$ cat config.mk
export PLATFORM = sky130hd
export DESIGN_NAME = value_relaxation_motion_profile
export DESIGN_NICKNAME = d
export VERILOG_FILES = /design/src/hw/rtl/vrmp_pkg.sv /design/src/hw/rtl/value_relaxation_motion_profile.sv /design/src/hw/rtl/vrmp_datapath.sv /design/src/hw/rtl/vrmp_ctrl.sv
export VERILOG_INCLUDE_DIRS = /design/src /design/src/hw/rtl
export SDC_FILE = /design/constraint.sdc
export NUM_CORES = 2
export LEC_CHECK = 0
export CAP_MARGIN = 20
export CORE_ASPECT_RATIO = 1.75
export CORE_MARGIN = 4
export CORE_UTILIZATION = 66
export DETAILED_ROUTE_END_ITERATION = 12
export DONT_BUFFER_PORTS = 1
export GPL_ROUTABILITY_DRIVEN = 0
export HOLD_SLACK_MARGIN = 0.08
export PLACE_DENSITY = 0.82
export SLEW_MARGIN = 5
export SYNTH_ARGS = -nofsm -noshare
export SYNTH_HDL_FRONTEND = slang
export SYNTH_SLANG_ARGS = --single-unit
export TNS_END_PERCENT = 1
$ cat constraint.sdc
create_clock -name aclk -period 12.7 [get_ports aclk]
set_input_delay 1.27 -clock aclk [delete_from_list [all_inputs] [get_ports aclk]]
set_output_delay 1.27 -clock aclk [all_outputs]
set_load 0.02 [all_outputs]
$ cat src/hw/rtl/assert_macros.svh
// Assertion macros shared by the motion profile RTL.
// Needs only a clock and an active-low reset in the using module.
`ifndef ASSERT_MACROS_SVH
`define ASSERT_MACROS_SVH

// Check a property at each rising edge, off while reset is held.
`define ASSERT_CLK(lbl, clk, rstn, prop, msg) \
    lbl: assert property (@(posedge clk) disable iff (!rstn) prop) else $error(msg);

// Check a property at each rising edge, reset included.
`define ASSERT_ALWAYS(lbl, clk, prop, msg) \
    lbl: assert property (@(posedge clk) prop) else $error(msg);

`endif

$ cat src/hw/rtl/vrmp_pkg.sv
// Shared types and constants for the motion profile generator.
// Used by the controller, the datapath and the top level.
package vrmp_pkg;

    localparam int CMD_W         = 2;
    localparam int DUR_W         = 16;
    localparam int DSQ_W         = 2 * DUR_W;
    localparam int POS_WIDTH_DEF = 24;
    localparam int FRAC_BITS_DEF = 8;

    typedef enum logic [CMD_W-1:0] {
        CMD_TICK     = 2'd0,
        CMD_SET_DEST = 2'd1,
        CMD_SET_CUR  = 2'd2,
        CMD_SET_DUR  = 2'd3
    } cmd_t;

    typedef enum logic [3:0] {
        OP_NONE,
        OP_LATCH,
        OP_LOAD,
        OP_DIST,
        OP_STOP,
        OP_MOVE,
        OP_MUL_SQ,
        OP_MUL_DA,
        OP_UPD,
        OP_ACC_ONE,
        OP_ACC_MAX,
        OP_MUL_DUR,
        OP_DIV_INIT,
        OP_DIV_STEP,
        OP_DIV_END,
        OP_OUT
    } dp_op_t;

    typedef struct packed {
        dp_op_t op;
    } dp_cmd_t;

    typedef struct packed {
        cmd_t cmd;
        logic at_target;
        logic dur_zero;
        logic div_last;
    } dp_stat_t;

endpackage

$ cat src/hw/rtl/value_relaxation_motion_profile.sv
// Channel | Direction | tdata fields (low bit first)                 | tuser fields
// s_      | in        | value[POS_WIDTH-1:0], duration[15:0], pad    | cmd[1:0]
// m_      | out       | current_value[POS_WIDTH-1:0], moving, pad    | none
// One word at a time: set destination and set current value load a register; a tick
// measures the distance, stops at the destination or else moves and updates the speed
// (one shared multiplier used twice); set duration ends at the destination or with zero
// duration, else runs the one-bit-per-cycle restoring divider. Reset (aresetn low,
// synchronous) clears position, target and speed and sets acceleration to one. A new word
// is taken while a result waits; a stalled result holds only the controller's final state.
// Top level of the motion profile generator; depends on vrmp_pkg,
// vrmp_ctrl and vrmp_datapath.
module value_relaxation_motion_profile #(
    parameter int POS_WIDTH = vrmp_pkg::POS_WIDTH_DEF,
    parameter int FRAC_BITS = vrmp_pkg::FRAC_BITS_DEF
) (
    input  logic                                      aclk,
    input  logic                                      aresetn,
    input  logic                                      s_tvalid,
    output logic                                      s_tready,
    // value, duration
    input  logic [((POS_WIDTH + vrmp_pkg::DUR_W + 7) / 8) * 8 - 1:0] s_tdata,
    // cmd
    input  logic [vrmp_pkg::CMD_W-1:0]                s_tuser,
    output logic                                      m_tvalid,
    input  logic                                      m_tready,
    // current_value, moving
    output logic [((POS_WIDTH + 1 + 7) / 8) * 8 - 1:0]  m_tdata
);
    import vrmp_pkg::*;

    localparam int OUT_TW = ((POS_WIDTH + 1 + 7) / 8) * 8;

    dp_cmd_t                dp_cmd;
    dp_stat_t               dp_stat;
    logic [POS_WIDTH-1:0]   out_value;
    logic                   out_moving;

    vrmp_ctrl u_ctrl (
        .aclk     (aclk),
        .aresetn  (aresetn),
        .s_tvalid (s_tvalid),
        .s_tready (s_tready),
        .m_tvalid (m_tvalid),
        .m_tready (m_tready),
        .dp_cmd   (dp_cmd),
        .dp_stat  (dp_stat)
    );

    vrmp_datapath #(
        .POS_WIDTH (POS_WIDTH),
        .FRAC_BITS (FRAC_BITS)
    ) u_datapath (
        .aclk        (aclk),
        .aresetn     (aresetn),
        .in_cmd      (s_tuser),
        .in_value    (s_tdata[POS_WIDTH-1:0]),
        .in_duration (s_tdata[POS_WIDTH+DUR_W-1:POS_WIDTH]),
        .dp_cmd      (dp_cmd),
        .dp_stat     (dp_stat),
        .out_value   (out_value),
        .out_moving  (out_moving)
    );

    assign m_tdata = OUT_TW'({out_moving, out_value});

endmodule

$ cat src/hw/rtl/vrmp_datapath.sv
// Datapath: position, speed and acceleration state, shared multiplier,
// restoring divider and output payload register. Depends on vrmp_pkg.
`include "assert_macros.svh"

module vrmp_datapath #(
    parameter int POS_WIDTH = vrmp_pkg::POS_WIDTH_DEF,
    parameter int FRAC_BITS = vrmp_pkg::FRAC_BITS_DEF
) (
    input  logic                       aclk,
    input  logic                       aresetn,
    input  logic [vrmp_pkg::CMD_W-1:0] in_cmd,
    input  logic [POS_WIDTH-1:0]       in_value,
    input  logic [vrmp_pkg::DUR_W-1:0] in_duration,
    input  vrmp_pkg::dp_cmd_t          dp_cmd,
    output vrmp_pkg::dp_stat_t         dp_stat,
    output logic [POS_WIDTH-1:0]       out_value,
    output logic                       out_moving
);
    import vrmp_pkg::*;

    localparam int MUL_W = (POS_WIDTH > DUR_W) ? POS_WIDTH : DUR_W;
    localparam int QW    = POS_WIDTH + 2;
    localparam int CNT_W = $clog2(QW);
    localparam logic [POS_WIDTH-1:0] MAG_MAX = '1;
    localparam logic [POS_WIDTH-1:0] ONE_VAL = (FRAC_BITS >= POS_WIDTH) ? MAG_MAX :
        ({{(POS_WIDTH-1){1'b0}}, 1'b1} << FRAC_BITS);
    localparam logic [CNT_W-1:0] CNT_INIT = CNT_W'(QW - 1);

    cmd_t                   cmd_reg;
    logic [POS_WIDTH-1:0]   value_reg;
    logic [DUR_W-1:0]       dur_reg;
    logic [POS_WIDTH-1:0]   cur_reg;
    logic [POS_WIDTH-1:0]   tgt_reg;
    logic [POS_WIDTH-1:0]   speed_reg;
    logic [POS_WIDTH-1:0]   accel_reg;
    logic [POS_WIDTH-1:0]   dist_reg;
    logic                   dir_down_reg;
    logic                   at_tgt_reg;
    logic [POS_WIDTH-1:0]   d_reg;
    logic                   moving_reg;
    logic [2*MUL_W-1:0]     sq_reg;
    logic [2*MUL_W-1:0]     prod_reg;
    logic [DSQ_W-1:0]       rem_reg;
    logic [QW-1:0]          q_reg;
    logic [CNT_W-1:0]       cnt_reg;
    logic [POS_WIDTH-1:0]   out_value_reg;
    logic                   out_moving_reg;

    logic [POS_WIDTH:0]     diff;
    logic [POS_WIDTH:0]     diff_neg;
    logic                   speed_ge;
    logic [POS_WIDTH-1:0]   cur_next;
    logic [POS_WIDTH-1:0]   d_next;
    logic [MUL_W-1:0]       mul_a;
    logic [MUL_W-1:0]       mul_b;
    logic [2*MUL_W-1:0]     prod;
    logic                   grow;
    logic [POS_WIDTH:0]     speed_sum;
    logic [POS_WIDTH-1:0]   speed_raw;
    logic [POS_WIDTH-1:0]   speed_next;
    logic [DSQ_W-1:0]       divisor;
    logic [DSQ_W:0]         trial;
    logic [DSQ_W:0]         trial_sub;
    logic                   trial_ge;
    logic [DSQ_W-1:0]       rem_next;
    logic [POS_WIDTH-1:0]   acc_quot;
    logic [POS_WIDTH-1:0]   acc_next;

    always_comb begin
        diff     = {cur_reg[POS_WIDTH-1], cur_reg} - {tgt_reg[POS_WIDTH-1], tgt_reg};
        diff_neg = -diff;
        speed_ge = (speed_reg >= dist_reg);
        if (speed_ge) begin
            cur_next = tgt_reg;
            d_next   = '0;
        end else begin
            cur_next = dir_down_reg ? (cur_reg - speed_reg) : (cur_reg + speed_reg);
            d_next   = dist_reg - speed_reg;
        end
    end

    always_comb begin
        case (dp_cmd.op)
            OP_MUL_SQ: begin
                mul_a = MUL_W'(speed_reg);
                mul_b = MUL_W'(speed_reg);
            end
            OP_MUL_DA: begin
                mul_a = MUL_W'(d_reg);
                mul_b = MUL_W'(accel_reg);
            end
            default: begin
                mul_a = MUL_W'(dur_reg);
                mul_b = MUL_W'(dur_reg);
            end
        endcase
        prod = mul_a * mul_b;
    end

    always_comb begin
        grow      = (sq_reg < prod_reg);
        speed_sum = {1'b0, speed_reg} + {1'b0, accel_reg};
        if (grow) begin
            speed_raw = speed_sum[POS_WIDTH] ? MAG_MAX : speed_sum[POS_WIDTH-1:0];
        end else if (speed_reg > accel_reg) begin
            speed_raw = speed_reg - accel_reg;
        end else begin
            speed_raw = '0;
        end
        speed_next = (speed_raw < ONE_VAL) ? ONE_VAL : speed_raw;
    end

    always_comb begin
        divisor   = prod_reg[DSQ_W-1:0];
        trial     = {rem_reg, q_reg[QW-1]};
        trial_sub = trial - {1'b0, divisor};
        trial_ge  = (trial >= {1'b0, divisor});
        rem_next  = trial_ge ? trial_sub[DSQ_W-1:0] : trial[DSQ_W-1:0];
        acc_quot  = (q_reg[QW-1:QW-2] != 2'b00) ? MAG_MAX : q_reg[POS_WIDTH-1:0];
        acc_next  = (acc_quot < ONE_VAL) ? ONE_VAL : acc_quot;
    end

    always_ff @(posedge aclk) begin
        if (!aresetn) begin
            cur_reg   <= '0;
            tgt_reg   <= '0;
            speed_reg <= '0;
            accel_reg <= ONE_VAL;
        end else begin
            case (dp_cmd.op)
                OP_LOAD: begin
                    if (cmd_reg == CMD_SET_DEST) begin
                        tgt_reg <= value_reg;
                    end else begin
                        cur_reg <= value_reg;
                    end
                end
                OP_STOP:     speed_reg <= '0;
                OP_MOVE:     cur_reg   <= cur_next;
                OP_UPD:      speed_reg <= speed_next;
                OP_ACC_ONE:  accel_reg <= ONE_VAL;
                OP_ACC_MAX:  accel_reg <= MAG_MAX;
                OP_DIV_END:  accel_reg <= acc_next;
                default: begin
                end
            endcase
        end
    end

    always_ff @(posedge aclk) begin
        case (dp_cmd.op)
            OP_LATCH: begin
                cmd_reg    <= cmd_t'(in_cmd);
                value_reg  <= in_value;
                dur_reg    <= in_duration;
                moving_reg <= 1'b0;
            end
            OP_DIST: begin
                dist_reg     <= diff[POS_WIDTH] ? diff_neg[POS_WIDTH-1:0] : diff[POS_WIDTH-1:0];
                dir_down_reg <= !diff[POS_WIDTH] && (diff != '0);
                at_tgt_reg   <= (diff == '0);
            end
            OP_MOVE: begin
                d_reg      <= d_next;
                moving_reg <= 1'b1;
            end
            OP_MUL_SQ:  sq_reg   <= prod;
            OP_MUL_DA:  prod_reg <= prod;
            OP_MUL_DUR: prod_reg <= prod;
            OP_DIV_INIT: begin
                rem_reg <= '0;
                q_reg   <= {dist_reg, 2'b00};
                cnt_reg <= CNT_INIT;
            end
            OP_DIV_STEP: begin
                rem_reg <= rem_next;
                q_reg   <= {q_reg[QW-2:0], trial_ge};
                cnt_reg <= cnt_reg - 1'b1;
            end
            OP_OUT: begin
                out_value_reg  <= cur_reg;
                out_moving_reg <= moving_reg;
            end
            default: begin
            end
        endcase
    end

    assign dp_stat.cmd       = cmd_reg;
    assign dp_stat.at_target = at_tgt_reg;
    assign dp_stat.dur_zero  = (dur_reg == '0);
    assign dp_stat.div_last  = (cnt_reg == '0);

    assign out_value  = out_value_reg;
    assign out_moving = out_moving_reg;

    `ASSERT_CLK(a_accel_floor, aclk, aresetn, accel_reg >= ONE_VAL, "accel below one")
    `ASSERT_CLK(a_speed_floor, aclk, aresetn,
        (dp_cmd.op == OP_UPD) |=> (speed_reg >= ONE_VAL), "speed below one after update")
    `ASSERT_CLK(a_rem_bound, aclk, aresetn,
        (dp_cmd.op == OP_DIV_STEP) |=> (rem_reg < prod_reg[DSQ_W-1:0]),
        "remainder not below divisor")

endmodule

$ cat src/hw/rtl/vrmp_ctrl.sv
// Controller: sequences one command word through the datapath and owns
// the handshake on both channels. Depends on vrmp_pkg.
`include "assert_macros.svh"

module vrmp_ctrl (
    input  logic               aclk,
    input  logic               aresetn,
    input  logic               s_tvalid,
    output logic               s_tready,
    output logic               m_tvalid,
    input  logic               m_tready,
    output vrmp_pkg::dp_cmd_t  dp_cmd,
    input  vrmp_pkg::dp_stat_t dp_stat
);
    import vrmp_pkg::*;

    typedef enum logic [3:0] {
        S_IDLE,
        S_DECODE,
        S_LOAD,
        S_DIST,
        S_BRANCH,
        S_MUL_SQ,
        S_MUL_DA,
        S_UPD,
        S_DIV_INIT,
        S_DIV,
        S_DIV_END,
        S_DONE
    } state_t;

    state_t state_reg;
    logic   out_valid_reg;
    logic   out_load;

    assign out_load = (state_reg == S_DONE) && (!out_valid_reg || m_tready);
    assign s_tready = (state_reg == S_IDLE);
    assign m_tvalid = out_valid_reg;

    always_comb begin
        case (state_reg)
            S_IDLE:     dp_cmd.op = s_tvalid ? OP_LATCH : OP_NONE;
            S_LOAD:     dp_cmd.op = OP_LOAD;
            S_DIST:     dp_cmd.op = OP_DIST;
            S_BRANCH: begin
                if (dp_stat.cmd == CMD_TICK) begin
                    dp_cmd.op = dp_stat.at_target ? OP_STOP : OP_MOVE;
                end else if (dp_stat.at_target) begin
                    dp_cmd.op = OP_ACC_ONE;
                end else if (dp_stat.dur_zero) begin
                    dp_cmd.op = OP_ACC_MAX;
                end else begin
                    dp_cmd.op = OP_MUL_DUR;
                end
            end
            S_MUL_SQ:   dp_cmd.op = OP_MUL_SQ;
            S_MUL_DA:   dp_cmd.op = OP_MUL_DA;
            S_UPD:      dp_cmd.op = OP_UPD;
            S_DIV_INIT: dp_cmd.op = OP_DIV_INIT;
            S_DIV:      dp_cmd.op = OP_DIV_STEP;
            S_DIV_END:  dp_cmd.op = OP_DIV_END;
            S_DONE:     dp_cmd.op = out_load ? OP_OUT : OP_NONE;
            default:    dp_cmd.op = OP_NONE;
        endcase
    end

    always_ff @(posedge aclk) begin
        if (!aresetn) begin
            state_reg     <= S_IDLE;
            out_valid_reg <= 1'b0;
        end else begin
            if (out_load) begin
                out_valid_reg <= 1'b1;
            end else if (m_tready) begin
                out_valid_reg <= 1'b0;
            end
            case (state_reg)
                S_IDLE: begin
                    if (s_tvalid) begin
                        state_reg <= S_DECODE;
                    end
                end
                S_DECODE: begin
                    if (dp_stat.cmd inside {CMD_SET_DEST, CMD_SET_CUR}) begin
                        state_reg <= S_LOAD;
                    end else begin
                        state_reg <= S_DIST;
                    end
                end
                S_LOAD:   state_reg <= S_DONE;
                S_DIST:   state_reg <= S_BRANCH;
                S_BRANCH: begin
                    if (dp_stat.at_target) begin
                        state_reg <= S_DONE;
                    end else if (dp_stat.cmd == CMD_TICK) begin
                        state_reg <= S_MUL_SQ;
                    end else if (dp_stat.dur_zero) begin
                        state_reg <= S_DONE;
                    end else begin
                        state_reg <= S_DIV_INIT;
                    end
                end
                S_MUL_SQ:   state_reg <= S_MUL_DA;
                S_MUL_DA:   state_reg <= S_UPD;
                S_UPD:      state_reg <= S_DONE;
                S_DIV_INIT: state_reg <= S_DIV;
                S_DIV: begin
                    if (dp_stat.div_last) begin
                        state_reg <= S_DIV_END;
                    end
                end
                S_DIV_END:  state_reg <= S_DONE;
                S_DONE: begin
                    if (out_load) begin
                        state_reg <= S_IDLE;
                    end
                end
                default:    state_reg <= S_IDLE;
            endcase
        end
    end

    `ASSERT_CLK(a_out_from_done, aclk, aresetn,
        $rose(out_valid_reg) |-> $past(state_reg == S_DONE), "result raised outside done")
    `ASSERT_CLK(a_div_exit, aclk, aresetn,
        (state_reg == S_DIV && dp_stat.div_last) |=> (state_reg == S_DIV_END),
        "divider did not finish")

endmodule

==> reports/results.md <==
| Result | Value | Unit |
|---|---|---|
| NumNets Final | 5708 | - |
| Library cell with the largest summed area after synthesis | sky130_fd_sc_hd__fa_1 | - |
| Final standard cell utilization of the core | 0.702 | - |
| Dpl cell area | 43600 | µm² |
| PostCTS Resize Cnt | 0 | - |
| End of the worst hold path | u_datapath.tgt_reg[13]$_SDFFE_PN0P_ | - |
| Number of iterations in the first detailed-routing pass | 8 | - |
| Number of buffers inserted to repair setup after CTS | 0 | - |
| Post-synthesis area per instance | 8.78 | µm² |
| Later-pin clock latency in the skew report | 0.64 | ns |
| Fraction of the cycle the final worst path needs | 0.878 | - |
| Post-synthesis async set-or-reset flop share | 0 | - |
| Worst clock skew on the final layout | 0.0495 | ns |
| Main area contributors after synthesis | sky130_fd_sc_hd__fa_1, sky130_fd_sc_hd__edfxtp_1, sky130_fd_sc_hd__ha_1 | - |
| Critical Path Slowest Stage Cell | sky130_fd_sc_hd__nor2b_4 | - |
| Wirelength, routed | 138 | mm |
| Die ar. | 69100 | µm² |
| Share of cells above drive strength 1 | 0.0441 | - |
| #FFs+latches synth | 378 | - |
| Vias post-DR | 36800 | - |
| Prevailing post-synth register cell | sky130_fd_sc_hd__edfxtp_1 | - |
| Maximum buffer depth of the clock tree | 3 | - |
| Routed vias/inst | 6.53 | - |
| Crit Reg-Reg Startpoint | u_ctrl.state_reg[3]$_SDFFE_PN0P_ | - |
| Area added between synthesis and finish | 5.60 | % |
| Hold_sp | u_datapath.tgt_reg[13]$_SDFFE_PN0P_ | - |
| Standard cell core area | 64300 | µm² |
| Achievable frequency | 0.0897 | GHz |
| Number of distinct library cells after synthesis | 88 | - |
| Share of the yosys chip area belonging to registers | 0.242 | - |
| Run status | completed | - |
| TritonCTS clock tree | built | - |
| Hold Path Cell Cnt | 2 | - |
| Delay contributed by the slowest stage of the critical path | 0.88 | ns |
| Post-route ant nets | 0 | - |
| Data arrival time of the critical path | 11.50 | ns |
| Relative max-transition margin | 0.211 | - |
| Vias in the first global route | 38800 | - |
| Max-slew violation total from the final report | 0 | - |
| Setup CP Type | reg2reg | - |
| Number of antenna violations at the first check in global routing | 7 | - |
| Post-synthesis cell count | 4872 | - |
| Total standard cell area after synthesis | 42800 | µm² |
| I/O pin count | 80 | - |
| Clock-pin slew reported for the worst setup and hold paths after clock tree synthesis | 0.06 | ns |
| Number of buffers created by CTS | 39 | - |
| Max cap viols | 0 | - |
| Layout Cell Area excl Fill | 45200 | µm² |
| Number of input and output port buffers inserted | 0 | - |
| Number of standard cells in the layout, taps in and fillers out | 5641 | - |
| Count of hold-fix buffers inserted at cts | 0 | - |
| Largest net degree at the start of global routing | 64 | - |
| Leading cell type in the layout, fill and taps excluded | sky130_fd_sc_hd__inv_1 | - |
| R2r setup slk | 1.55 | ns |
| Die extent in x | 200 | µm |
| Number of rows created at floorplan | 123 | - |
| Final min period | 11.15 | ns |
| Total global routing track utilization | 0.402 | - |
| Average detailed-routed wire length per instance | 24.4 | µm |
| Count of final setup violators | 0 | - |
| Crit path max fanout | 44 | - |
| Half-perimeter wire length after detailed placement | 104 | mm |
| Post-route DRC violation count | 0 | - |
| Worst path most repeated cell | sky130_fd_sc_hd__fa_1 | - |
| Depth of the worst register-to-register path | 33 | - |
| Kind of start point of the critical path | register | - |
| Crit path required time | 13.05 | ns |
| Post-Route Setup TNS | 0 | ns |
| Slew at the pin closest to its max-slew limit | 1.18 | ns |
| Clk sinks | 378 | - |
| Iteration-0 DRC count of the detailed router | 3320 | - |
| RSZ-0062 raised after global routing | false | - |
| Cells after DPL | 5559 | - |
| Number of enable-type register cells in the synthesized netlist | 277 | - |
| Root cell of the clock tree | sky130_fd_sc_hd__clkbuf_16 | - |
| Final-report hold violation count | 0 | - |
| Endpoint of the worst-slack reg-to-reg timing path | u_datapath.prod_reg[43]$_DFFE_PP_ | - |
| Starting density of the core | 0.665 | - |
| Capturing element type of the critical path | register | - |
| Top library cells by usage in the layout, fill and taps aside | sky130_fd_sc_hd__inv_1, sky130_fd_sc_hd__nand2_1, sky130_fd_sc_hd__nor2_1, sky130_fd_sc_hd__fa_1, sky130_fd_sc_hd__ha_1 | - |
| Height of the chip | 345 | µm |
| Number of warnings reported in the yosys synthesis log | 0 | - |
| Area share of the largest cell type after synthesis | 0.228 | - |
| Wire length of the first global-routing pass | 212 | mm |
| Worst hold path class | reg2reg | - |
| H-Tree Depth | 2 | - |
| GRT Residual Overflow | 0 | - |
[cell families (layout without fill, tap and decap cells)]
kind of cell | Yosys count | after routing | synth area share
AO/OA/AOI/OAI | 909 | 909 | 0.135
adder cells (fa/ha/maj) | 868 | 868 | 0.340
other | 1 | 11 | 0.0000877
flip-flops | 378 | 378 | 0.242
XOR/XNOR | 169 | 169 | 0.0346
multiplexers | 23 | 23 | 0.00544
AND/OR/NAND/NOR | 1588 | 1588 | 0.160
buffers and inverters | 936 | 883 | 0.0831
[per-layer routing]
metal	GRT usage	share of wire	routed length (µm)	up-vias
met5	0.00140	0.00023	31	-
met4	0.410	0.14	19200	4
met3	0.134	0.11	15100	1135
met2	0.672	0.46	63900	2426
met1	0.375	0.29	39400	17300
li1	-	-	-	16000
[worst max-delay path by stage]
stage,from,endpoint,slack (ns),depth (start not counted)
4_1_cts,u_ctrl.state_reg[3]$_SDFFE_PN0P_,u_datapath.sq_reg[44]$_DFFE_PN_,1.87,34
3_3_place_gp,m_tready,u_datapath.prod_reg[43]$_DFFE_PP_,1.52,31
5_1_grt,u_ctrl.state_reg[3]$_SDFFE_PN0P_,u_datapath.prod_reg[43]$_DFFE_PP_,1.18,32
6_report,u_ctrl.state_reg[3]$_SDFFE_PN0P_,u_datapath.prod_reg[43]$_DFFE_PP_,1.55,33
3_5_place_dp,m_tready,u_datapath.prod_reg[43]$_DFFE_PP_,1.30,31
2_1_floorplan,m_tready,u_datapath.prod_reg[43]$_DFFE_PP_,2.92,35
[cell type report]
class,instances,area (µm²)
clock inverter,21,339
fill,4830,19200
clock buffer,51,1090
antenna,4,10.0
inverter,723,2710
multi-input combinational,3564,29000
tap,812,1020
timing repair buffer,88,673
sequential,378,10300
[cell usage after synthesis, drive strengths merged (11+ instances only)]
| cell | number |
|---|---|
| xor2 | 45 |
| clkbuf | 182 |
| nor2b | 35 |
| nand2b | 52 |
| nor4 | 25 |
| ha | 380 |
| o31ai | 22 |
| nand3 | 47 |
| a31oi | 59 |
| nand4 | 35 |
| mux2i | 21 |
| and3 | 16 |
| o21bai | 14 |
| o31a | 11 |
| a311oi | 11 |
| or3 | 23 |
| nand2 | 638 |
| a21oi | 320 |
| a211oi | 39 |
| or2 | 18 |
| and2 | 21 |
| o22ai | 17 |
| nor3 | 75 |
| o21a | 27 |
| edfxtp | 277 |
| buf | 31 |
| a21o | 98 |
| o211ai | 19 |
| o21ai | 160 |
| xnor2 | 124 |
| nor2 | 570 |
| inv | 723 |
| fa | 488 |
| dfxtp | 101 |
[worst max-delay path, delay by kind of cell, from the launching register on]
family | cells | cell delay (ns)
adder cells (fa/ha/maj) | 9 | 4.28
AO/OA/AOI/OAI | 9 | 2.92
AND/OR/NAND/NOR | 8 | 2.86
buffers and inverters | 6 | 0.34
flip-flops | 1 | 0.33
XOR/XNOR | 1 | 0.11
[through the flow]
stage	setup WS, ns	hold WS (ns)
2_1_floorplan	2.92	0.400
3_3_place_gp	1.52	0.443
3_5_place_dp	1.30	0.419
4_1_cts	1.87	0.457
5_1_grt	1.18	0.488
6_report	1.55	0.456
Power is left out: the tool's default activity adds up to more than one toggle a clock period on the data nets, which glitch-free logic cannot reach.
